`src/rtl/core/tkhb_pkg.sv`:
```
// Shared types and command codes of the tick keyed history buffer.
`default_nettype none
package tkhb_pkg;

	localparam int TICK_W  = 32;
	localparam int CMD_W   = 4;
	localparam int COUNT_W = 6;

	localparam logic [CMD_W-1:0] CMD_STORE_STATE = 4'd0;
	localparam logic [CMD_W-1:0] CMD_STORE_INPUT = 4'd1;
	localparam logic [CMD_W-1:0] CMD_GET_STATE   = 4'd2;
	localparam logic [CMD_W-1:0] CMD_GET_INPUT   = 4'd3;
	localparam logic [CMD_W-1:0] CMD_DISCARD     = 4'd4;
	localparam logic [CMD_W-1:0] CMD_CONTIG      = 4'd5;
	localparam logic [CMD_W-1:0] CMD_STATE_RANGE = 4'd6;
	localparam logic [CMD_W-1:0] CMD_INPUT_RANGE = 4'd7;
	localparam logic [CMD_W-1:0] CMD_CLEAR       = 4'd8;

	// controller to datapath
	typedef struct packed {
		logic load;      // capture the incoming command
		logic scan;      // run one slot of the current scan
		logic scan_init; // restart the slot scan
		logic commit;    // apply the store / discard / clear at the end of a scan
		logic emit;      // load a result beat into the output register
		logic emit_miss; // result beat is the single "nothing found" beat
	} tkhb_cmd_t;

	// datapath to controller
	typedef struct packed {
		logic scan_done; // slot scan has passed the last held entry
		logic range_hit; // range scan found a next entry
		logic out_full;  // output register holds an untaken beat
	} tkhb_sts_t;

endpackage
`default_nettype wire

```
`src/rtl/core/tkhb_ctrl.sv`:
```
// Command sequencer of the tick keyed history buffer.
`default_nettype none
module tkhb_ctrl (
	input  wire logic                    clk,
	input  wire logic                    arst_n,
	input  wire logic                    in_beat,
	input  wire logic [tkhb_pkg::CMD_W-1:0] cmd,
	input  wire tkhb_pkg::tkhb_sts_t     sts,
	output logic                         busy,
	output tkhb_pkg::tkhb_cmd_t          ctl,
	output logic                         range_q
);

	typedef enum logic [2:0] {
		S_IDLE, S_SCAN, S_COMMIT, S_EMIT, S_RSCAN, S_REMIT
	} state_t;

	state_t state_q;
	logic   cand_q;    // a range entry is held back until the next scan tells if it is final

	assign busy = (state_q != S_IDLE);

	always_comb begin
		ctl = '0;
		ctl.load = in_beat;
		ctl.scan_init = in_beat;
		case (state_q)
			S_SCAN, S_RSCAN: ctl.scan = 1'b1;
			S_COMMIT: ctl.commit = 1'b1;
			S_EMIT: ctl.emit = !sts.out_full;
			S_REMIT: begin
				if (!cand_q) begin
					ctl.scan_init = sts.range_hit;
					ctl.emit = !sts.out_full && !sts.range_hit;
					ctl.emit_miss = 1'b1;
				end else begin
					ctl.emit = !sts.out_full;
					ctl.scan_init = !sts.out_full && sts.range_hit;
				end
			end
			default: ;
		endcase
	end

	always_ff @(posedge clk or negedge arst_n) begin
		if (!arst_n) begin
			state_q <= S_IDLE;
			range_q <= 1'b0;
			cand_q <= 1'b0;
		end else begin
			case (state_q)
				S_IDLE: if (in_beat) begin
					cand_q <= 1'b0;
					range_q <= (cmd == tkhb_pkg::CMD_STATE_RANGE)
						|| (cmd == tkhb_pkg::CMD_INPUT_RANGE);
					state_q <= ((cmd == tkhb_pkg::CMD_STATE_RANGE)
						|| (cmd == tkhb_pkg::CMD_INPUT_RANGE)) ? S_RSCAN : S_SCAN;
				end
				S_SCAN: if (sts.scan_done) state_q <= S_COMMIT;
				S_COMMIT: state_q <= S_EMIT;
				S_EMIT: if (!sts.out_full) state_q <= S_IDLE;
				S_RSCAN: if (sts.scan_done) state_q <= S_REMIT;
				S_REMIT: begin
					if (!cand_q) begin
						if (sts.range_hit) begin
							cand_q <= 1'b1;
							state_q <= S_RSCAN;
						end else if (!sts.out_full) begin
							state_q <= S_IDLE;
						end
					end else if (!sts.out_full) begin
						state_q <= sts.range_hit ? S_RSCAN : S_IDLE;
					end
				end
				default: state_q <= S_IDLE;
			endcase
		end
	end

`ifndef ASSERT_OFF
	a_emit_not_full: assert property (@(posedge clk) disable iff (!arst_n)
		ctl.emit |-> !sts.out_full) else $error("emit into full output");
	a_load_idle: assert property (@(posedge clk) disable iff (!arst_n)
		ctl.load |-> state_q == S_IDLE) else $error("load while busy");
	a_commit_once: assert property (@(posedge clk) disable iff (!arst_n)
		ctl.commit |=> !ctl.commit) else $error("double commit");
`endif

endmodule
`default_nettype wire

```
`config.mk`:
```
export PLATFORM = sky130hd
export DESIGN_NAME = tkhb_ctrl
export DESIGN_NICKNAME = d
export VERILOG_FILES = /design/src/rtl/core/tkhb_pkg.sv /design/src/rtl/core/tkhb_ctrl.sv
export SDC_FILE = /design/constraint.sdc
export NUM_CORES = 1
export LEC_CHECK = 0
export BUFFER_PORTS_ARGS = -buffer_cell sky130_fd_sc_hd__clkbuf_2
export CORE_AREA = 2 2 39 41
export DETAILED_ROUTE_END_ITERATION = 8
export DIE_AREA = 0 0 41 43
export SLEW_MARGIN = 20
export SYNTH_ARGS = -nofsm -noshare
export SYNTH_HDL_FRONTEND = slang
export SYNTH_SLANG_ARGS = --single-unit
```
`constraint.sdc`:
```
create_clock -name clk -period 1.65 [get_ports clk]
set_clock_uncertainty 0.2 [all_clocks]
set_input_delay 0.165 -clock clk [delete_from_list [all_inputs] [get_ports clk]]
set_output_delay 0.165 -clock clk [all_outputs]
set_load 0.03 [all_outputs]
```
==> results by group, run 1 <==
Outcome
  – Status: finished with violations
  – Failing checks: setup timing

Global route
  – Total gr overflow: 0
  – Largest net degree at the start of global routing: 11
  – GRT Total Usage: between 10% and 20%
  – Global route hottest layer: met2
  – First-pass GRT wire length: between 1000 and 1500 microns
  – Initial antenna violation count: 0
  – Met1 Track Usage GR: 16.6%
  – Global-route met2 utilization: between 10% and 20%
  – Met3 usage: 6.28%
  – Vias in the first global route: 351

Detailed routing
  – DR DRC count: 0
  – Via-per-instance ratio: 4.70
  – Vias: roughly 410
  – Routed Antenna Nets: 0
  – DRT Wirelength: about 940 microns
  – Pre-antenna DRT Iters: 3
  – Starting DRT DRC Count: 4
  – Routed length per instance: about 11 microns

Synth
  – Dominant cells by area after synthesis: dfrtp_1, nor2_1, a21oi_1, mux2i_1, nor2b_1
  – Post-synthesis sequential area ratio: about a third
  – Post-Syn Area: about 400 sq um
  – Mapped Cells: 47
  – Syn Nets: 57
  – Area leader, netlist: dfrtp_1
  – Ys async rst share: 100%
  – YS warnings: 0
  – Synth unique cells: 26
  – Number of flops mapped to enable cells by yosys: 0
  – Number of synthesized register bits: 5
  – Area fraction of the dominant cell type after synthesis: approximately a third
  – Main synth FF type: dfrtp_1
  – Mean post-synth cell area: about 8.5 sq um

Power and ir drop
  – PwrDens: ~1600 mW/mm^2
  – Total power: 0.983 mW
  – Pleak: ~0.3 nW
  – Max IR drop VDD: ~0.63 mV

Timing
  – Final hold vios: 0
  – # setup viols final: 2
  – Slew @ Worst Pin: 0.273 ns
  – Final critical-path share of the clock period: 101%
  – Fmax: 599 MHz
  – Worst slew margin: approximately four fifths
  – RSZ-0062 raised after global routing: true
  – Final Worst Setup Slack: -0.0197 ns
  – Count of pins over their slew limit: 0
  – Crit path time final: between 1.5 and 2 ns

Setup path
  – Slowest stage delay, CP: about 0.41 ns
  – Worst R2R Path Depth: 5
  – CP endpoint kind: output pin
  – Crit-path max FO: 2
  – Reg2Reg Launch Point: state_q[1]
  – Worst setup SP type: flip-flop
  – Critical Path RT: around 1.3 ns
  – R2R Path End: cand_q
  – Worst R2R Setup Slack: about 0.080 ns
  – Crit path DAT: 1.30 ns
  – CP top delay family: flip-flops
  – CP cell instances: nor2b_4, nand2_2, mux2_4, buf_8
  – Critical path type: flip-flop to output pin
  – Crit path buf inv count: 1
  – CP max-delay cell: dfrtp_1

Finish
  – Layout cells sized above 1: a little over half
  – Final net count: just over 80
  – Final Instance Count excl. Fillers: just under 90
  – Antenna diodes: 0
  – Design area: between 600 and 700 sq um
  – Synthesis-to-layout area growth: 58.8%
  – Most frequent cells in the layout: clkbuf_2, nor2_1, buf_4
  – Most common cell after layout, fill and taps aside: clkbuf_2
  – Final Util: between 40 and 50%

Die
  – Die H: around 43 microns
  – IO Pins: 18
  – Rows: 14
  – Core area: about 0.0014 sq mm
  – Initial Util: around 29%
  – Die Area: 0.00176 sq mm
  – Die W: roughly 41 microns

CTS
  – # clock sinks: 5
  – H-tree depth: 1
  – Root buffer cell: clkbuf_4
  – Clock latency on the worst-skew pair: approximately 0.23 ns
  – Clock Pin Slew Worst Setup and Hold Paths: roughly 0.040 ns
  – TritonCTS buffer count: 3
  – Clk buf depth: 2
  – CTS tree: done

Place
  – Placed cell areas: between 400 and 500 sq um
  – DP Worst Slack: 0.174 ns
  – Routability congestion estimate: a little under 0.7
  – Placed cells: between 70 and 80
  – Number of port buffers: 16
  – DPL Wire Length: just under 700 microns

Worst hold path
  – Hold path start: sts[2]
  – Hold Crit Class: input pin to flip-flop
  – Hold path endpoint: state_q[1]
  – WHS Path Cells: 3

Run
  – Max Cap Viol: 0
how the worst max path moves through the flow:
| stage | start | to | slack [ns] | cells after the start |
|---|---|---|---|---|
| after floorplan | state_q[1] | ctl[1] | 0.16 | 4 |
| after detailed placement | state_q[1] | ctl[3] | 0.17 | 4 |
| after CTS | state_q[1] | busy | -0.03 | 3 |
| final | state_q[1] | ctl[3] | -0.02 | 4 |
| after global placement | state_q[1] | ctl[3] | 0.17 | 4 |
| after global routing | state_q[1] | ctl[3] | -0.07 | 4 |
synthesized netlist by cell type, drive strengths merged, types with 2 or more instances:
cell type / instances
nor2: 7
buf: 4
nand2b: 2
nor2b: 3
dfrtp: 5
a21oi: 4
inv: 2
mux2i: 2
and2: 2
nand3b: 2
flip-flops by register name (all words and copies together), names as in the netlist:
| signal | cells |
|---|---|
| range_q | 1 |
| cand_q | 1 |
| state_q | 3 |
cells by family after synthesis:
family	count (synthesis)	share of synthesized area [%]
DFF	5	31.4
xor gates and xnor gates	1	2.20
buffers and inverters	6	9.75
AOI/OAI and AO/OA	11	17.9
and+or+nand+nor	21	30.8
muxes	3	7.86
tightest hold or removal path: stages:
cell,delay [ns]
clkbuf_2,0.11
a22oi_1,0.07
nor2_1,0.08
timing repair:
action	CTS	global route
endpoints found under the setup margin	3	5
hold buffers	1	0
resized for setup	11	16
buffers inserted	5	0
pin swaps	0	2
endpoints found under the hold margin	5	0
layout make-up:
cell class,count,area (sq um)
Tap cell,16,20.0
Sequential cell,5,128
Clock buffer,4,26.3
Timing Repair Buffer,24,179
Inverter,2,7.51
Fill cell,145,752
Multi-Input combinational cell,36,272
routing by layer:
metal	up-vias	wire, microns	part of all wire [%]
met5	-	0	0
met4	0	0	0
met3	0	58	6.2
met2	15	444	47
met1	184	439	47
li1	210	-	-
power breakdown:
part           internal, mW  total (mW)  switching, mW
clock                0.0910       0.134         0.0429
combinational         0.298       0.622          0.324
sequential            0.167       0.227         0.0598
metrics by stage:
step / hold WS (ns) / setup TNS [ns]
after floorplan: -0.331 / 0
after global placement: -0.215 / 0
after detailed placement: -0.213 / 0
after CTS: 0.0388 / -0.0476
after global routing: 0.0680 / -0.175
final: 0.0345 / -0.0309
Note: power is estimated with default switching activity, not from simulation.
==> run 2, diff against run 1 <==
--- a/config.mk
+++ b/config.mk
@@ -11,2 +11,3 @@
 export DIE_AREA = 0 0 41 43
+export SKIP_LAST_GASP = 1
 export SLEW_MARGIN = 20
==> constraint.sdc (replaced) <==
create_clock -name clk -period 1.65 [get_ports clk]
set_clock_uncertainty 0.2 [all_clocks]
set_input_delay 0.33 -clock clk [delete_from_list [all_inputs] [get_ports clk]]
set_output_delay 0.33 -clock clk [all_outputs]
set_load 0.03 [all_outputs]
==> run 2 against run 1 <==
The flow still finishes with violations (setup timing). Maximum frequency fell by 9.5%. Cell count rose by 4.6%. Flip-flop and latch count did not move. Routed wire length rose by 11%. Register-to-register slack got worse by 0.10 ns. Clock power rose by 6%. Combinational power rose by 28%. First-iteration DRC count fell by 25%. Design area rose by 8.9%. Critical path depth fell by 1. Critical path type unchanged.
==> results by group, run 2 (synthesis results as in run 1) <==
Setup path
  – Slowest stage delay, CP: between 0.4 and 0.5 ns
  – Critical path type: flip-flop to output pin
  – Reg2Reg Launch Point: state_q[1]
  – CP max-delay cell: dfrtp_1
  – Crit-path max FO: 5
  – Worst R2R Path Depth: 6
  – Worst R2R Setup Slack: -0.02 ns
  – R2R Path End: state_q[0]
  – Worst setup SP type: flip-flop
  – CP endpoint kind: output pin
  – Crit path DAT: about 1.3 ns
  – Critical Path RT: ~1.1 ns
  – CP cell instances: buf_6, or3_4, buf_8

Timing
  – Final Worst Setup Slack: -0.194 ns
  – Worst slew margin: between 70% and 80%
  – Slew @ Worst Pin: between 0.3 and 0.4 ns
  – # setup viols final: 7
  – Final critical-path share of the clock period: 112%
  – Fmax: between 500 and 600 MHz
  – Count of pins over their slew limit: 0
  – RSZ-0062 raised after global routing: true
  – Final hold vios: 0
  – Crit path time final: 1.84 ns

Global route
  – Initial antenna violation count: 0
  – Total gr overflow: 0
  – Vias in the first global route: 371
  – Largest net degree at the start of global routing: 11
  – GRT Total Usage: around 12%
  – First-pass GRT wire length: 1460 microns

CTS
  – # clock sinks: 5
  – Clock latency on the worst-skew pair: roughly 0.24 ns
  – Clock Pin Slew Worst Setup and Hold Paths: approximately 0.05 ns
  – H-tree depth: 1
  – TritonCTS buffer count: 3
  – Clk buf depth: 2
  – Root buffer cell: clkbuf_4
  – CTS tree: done

Finish
  – Footprint of the multi-input gates: about 270 sq um
  – Synthesis-to-layout area growth: 73.0%
  – Final Util: about 50%
  – Most frequent cells in the layout: clkbuf_2, buf_4, nor2_1, dfrtp_1, buf_6
  – Sequential cell area: about 130 sq um
  – Final net count: 86
  – Fill count: approximately 130
  – Layout cells sized above 1: a little under three fifths
  – Largest register by flop count: state_q
  – Antenna diodes: 0
  – Top flop regs: state_q (3), cand_q (1), range_q (1)
  – Most common cell after layout, fill and taps aside: clkbuf_2
  – Design area: a little under 700 sq um
  – Max FFs per register: 3

Power and ir drop
  – PwrDens: about 1700 mW/mm^2
  – Max IR drop VDD: 0.591 mV
  – Pleak: around 0.32 nW
  – Total power: approximately 1.2 mW

Die
  – Die W: 41 microns
  – Rows: 14
  – Core area: approximately 0.0014 sq mm
  – Die Area: approximately 0.0018 sq mm
  – Die H: around 43 microns
  – IO Pins: 18
  – Initial Util: approximately 29%

Worst hold path
  – Hold path endpoint: cand_q
  – WHS Path Cells: 3
  – Hold path start: sts[1]
  – Hold Crit Class: input pin to flip-flop

Detailed routing
  – Routed length per instance: between 10 and 15 microns
  – DR DRC count: 0
  – Via-per-instance ratio: 4.86
  – Pre-antenna DRT Iters: 4
  – Routed Antenna Nets: 0
  – Vias: about 440
  – DRT Wirelength: 1050 microns
  – Starting DRT DRC Count: 3

Outcome
  – Failing checks: setup timing
  – Status: finished with violations

Place
  – Routability congestion estimate: roughly 0.70
  – Placed cell areas: 514 sq um
  – Number of port buffers: 16
  – DPL Wire Length: approximately 750 microns

Run
  – Max Cap Viol: 0
run 2: how the worst max path moves through the flow:
| stage | start | depth (start not counted) | slack [ns] | endpoint |
|---|---|---|---|---|
| final | state_q[1] | 3 | -0.19 | busy |
| after floorplan | state_q[1] | 3 | 0.07 | ctl[0] |
| after global routing | state_q[1] | 4 | -0.24 | ctl[3] |
| after detailed placement | state_q[2] | 4 | 0.02 | ctl[3] |
| after global placement | state_q[2] | 4 | 0.04 | ctl[3] |
| after CTS | state_q[2] | 3 | -0.21 | busy |
run 2: what timing repair did:
item	in CTS	in global routing
endpoints found under the hold margin	5	0
cloned	0	0
endpoints found under the setup margin	6	6
pin swaps	2	2
buffers inserted	3	2
resized for setup	13	16
hold buffers	1	0
run 2: routing by layer:
layer  global-route usage [%]  routed length (microns)
met1                     12.7                      427
met4                     4.00                        0
met3                     3.14                       52
met2                     21.9                      567
met5                        0                        0
run 2: per-stage QoR:
step	TNS, ns	instances	hold WS, ns	worst slack [ns]
finish	-0.855	91	0.198	-0.194
global route	-1.21	91	0.212	-0.236
CTS	-0.889	89	0.197	-0.207
detailed placement	0	81	-0.0472	0.0202
global placement	0	81	-0.0526	0.0376
floorplan	0	47	-0.166	0.0728
run 2: final cells by class:
class,instances,area share [%]
flip-flops and latches,5,18.4
clock buffers,4,3.82
inverters,2,1.09
multi-input cells,36,39.5
well taps,16,2.91
repair buffers,28,34.4
run 2: critical path, delay by kind of cell (launching register included):
family                 cells  cell delay, ns
DFF                        1            0.42
buffers and inverters      2            0.29
and+or+nand+nor            1            0.36
run 2: report_power, final:
part           switching, mW  total (mW)  internal, mW
clock network         0.0503       0.142        0.0914
registers             0.0559       0.223         0.167
logic                  0.374       0.796         0.423
total                  0.480        1.16         0.681
==> run 3, diff against run 2 <==
--- a/config.mk
+++ b/config.mk
@@ -11,2 +11,3 @@
 export DIE_AREA = 0 0 41 43
+export SETUP_SLACK_MARGIN = 0.3
 export SKIP_LAST_GASP = 1
--- a/constraint.sdc
+++ b/constraint.sdc
@@ -4,2 +4,2 @@
 set_output_delay 0.33 -clock clk [all_outputs]
-set_load 0.03 [all_outputs]
+set_load 0.02 [all_outputs]
==> run 3 against run 2 <==
The flow still finishes with violations (setup timing). Maximum frequency increased by 0.53%. Die area stayed put. First-iteration DRC count increased by 130%. Critical path depth stayed put. Combinational power up 15%. Worst hold slack gained 0.014 ns. Highest routed layer is now met4. Critical endpoint is now ctl[3]. Setup slack improved by 0.0098 ns. Clock power decreased by 6%. Design area up 13%. Routed wire length increased by 22%. Non-clock buffer count rose by 3.
==> results by group, run 3 (synthesis results as in run 1) <==
Setup path
  – R2R Path End: cand_q
  – CP endpoint kind: output pin
  – Reg2Reg Launch Point: state_q[1]
  – CP max-delay cell: dfrtp_1
  – Crit-path max FO: 5
  – CP top delay family: flip-flops
  – Critical path type: flip-flop to output pin
  – CP cell instances: a21boi_0, mux2_4, buf_8
  – Worst R2R Setup Slack: -0.01 ns
  – Slowest stage delay, CP: ~0.46 ns
  – Crit path DAT: about 1.3 ns
  – Worst setup SP type: flip-flop
  – Critical Path RT: ~1.1 ns
  – Worst R2R Path Depth: 6
  – Crit path buf inv count: 1

Die
  – IO Pins: 18
  – Initial Util: between 20 and 30%
  – Core area: between 0.001 and 0.0015 sq mm
  – Die H: 43 microns
  – Die Area: roughly 0.0018 sq mm
  – Rows: 14
  – Die W: 41 microns

Timing
  – RSZ-0062 raised after global routing: true
  – Final hold vios: 0
  – Count of pins over their slew limit: 0
  – Final critical-path share of the clock period: 111%
  – Worst slew margin: 80.5%
  – Fmax: about 550 MHz
  – # setup viols final: 7
  – Final Worst Setup Slack: -0.184 ns
  – Crit path time final: ~1.8 ns
  – Slew @ Worst Pin: 0.284 ns

Finish
  – Largest register by flop count: state_q
  – Most frequent cells in the layout: clkbuf_2, buf_4, buf_6, dfrtp_1
  – Final Instance Count excl. Fillers: 94
  – Final net count: around 90
  – Top flop regs: state_q (3), cand_q (1), range_q (1)
  – Design area: between 700 and 800 sq um
  – Fill count: ~110
  – Synthesis-to-layout area growth: 95.3%
  – Antenna diodes: 0
  – Most common cell after layout, fill and taps aside: clkbuf_2
  – Max FFs per register: 3
  – Layout cells sized above 1: between 60% and 70%

Power and ir drop
  – P_sw: ~0.50 mW
  – Pleak: approximately 0.37 nW
  – Sw Share: 39.6%
  – Internal power: 0.766 mW
  – Max IR drop VDD: approximately 0.75 mV
  – Share of total power in combinational logic: between 70% and 80%
  – PwrDens: between 1500 and 2000 mW/mm^2
  – Register share of total power: between 15 and 20%
  – Clock group share of total power: a little over a tenth

Detailed routing
  – Via-per-instance ratio: slightly below 5
  – Starting DRT DRC Count: 7
  – Routed Antenna Nets: 0
  – Pre-antenna DRT Iters: 4
  – Routed length per instance: between 10 and 15 microns
  – Vias: about 460
  – DRT Wirelength: about 1300 microns
  – DR DRC count: 0

CTS
  – # clock sinks: 5
  – Clock Pin Slew Worst Setup and Hold Paths: approximately 0.040 ns
  – Root buffer cell: clkbuf_4
  – H-tree depth: 1
  – Clk buf depth: 2
  – Clock latency on the worst-skew pair: 0.23 ns
  – CTS tree: done
  – TritonCTS buffer count: 3

Global route
  – Largest net degree at the start of global routing: 9
  – Vias in the first global route: roughly 430
  – GRT Total Usage: 13.9%
  – Initial antenna violation count: 0
  – Total gr overflow: 0
  – First-pass GRT wire length: 1680 microns

Worst hold path
  – Hold path start: sts[1]
  – Hold Crit Class: input pin to flip-flop
  – WHS Path Cells: 3
  – Hold path endpoint: state_q[2]

Place
  – DPL Wire Length: 643 microns
  – Placed cell areas: 504 sq um
  – Routability congestion estimate: 0.681
  – Number of port buffers: 16
  – Placed cells: 78

Outcome
  – Failing checks: setup timing
  – Status: finished with violations

Run
  – Max Cap Viol: 0
-- run 3: cell count changes in the layout (fill, tap and decap cells not counted), sizes merged --
cell	change
buf	+4
clkbuf	-1
-- run 3: timing repair --
item / in CTS / in global routing
hold buffers: 1 / 0
endpoints found under the hold margin: 5 / 0
gates resized for setup: 15 / 23
pin swaps: 2 / 5
setup buffers: 7 / 4
endpoints found under the setup margin: 8 / 11
-- run 3: worst register-to-register path, delay by kind of cell, from the launching register on --
| family | cells | cell delay, ns |
|---|---|---|
| flip-flops | 1 | 0.41 |
| AO/OA/AOI/OAI | 1 | 0.14 |
| AND/OR/NAND/NOR | 2 | 0.41 |
| buffers and inverters | 3 | 0.39 |
-- run 3: power groups by stage --
stage          Sequential (mW)  Clock [mW]  Combinational, mW
2_1_floorplan            0.203           0              0.394
3_3_place_gp             0.208           0              0.497
3_5_place_dp             0.208           0              0.502
4_1_cts                  0.215       0.142              0.664
5_1_grt                  0.227       0.147              0.969
6_report                 0.219       0.134              0.915
-- run 3: how the worst max path moves through the flow --
stage	from	to	slack, ns	cells after the start
2_1_floorplan	state_q[1]	ctl[3]	0.16	3
3_3_place_gp	state_q[1]	ctl[3]	0.04	4
3_5_place_dp	state_q[1]	ctl[3]	0.03	4
4_1_cts	state_q[1]	ctl[3]	-0.18	4
5_1_grt	cand_q	ctl[3]	-0.26	3
6_report	cand_q	ctl[3]	-0.18	3
-- run 3: area by class of cell --
type                    count  area, sq um  share of cell area [%]
multi-input cells          36          329                    42.4
repair buffers             31          268                    34.5
flip-flops and latches      5          126                    16.3
clock buffers               4         26.3                    3.38
well taps                  16         20.0                    2.58
inverters                   2         7.51                   0.966
-- run 3: per-layer routing --
layer  share of wire, %  track usage [%]
met1                 38             15.1
met2                 57             22.8
met3                3.4             2.62
met4                1.3             9.33
met5                  0                0
-- run 3: metrics by stage --
stage               util [%]  power (mW)  setup WS, ns  setup TNS (ns)  hold slack, ns
floorplan                  -       0.597         0.161               0          -0.166
global placement        36.4       0.704        0.0433               0         -0.0508
detailed placement      36.4       0.710        0.0345               0         -0.0495
CTS                     47.5        1.02        -0.185          -0.692           0.204
global route            56.1        1.34        -0.261           -1.19           0.206
finish                  56.1        1.27        -0.184          -0.733           0.212
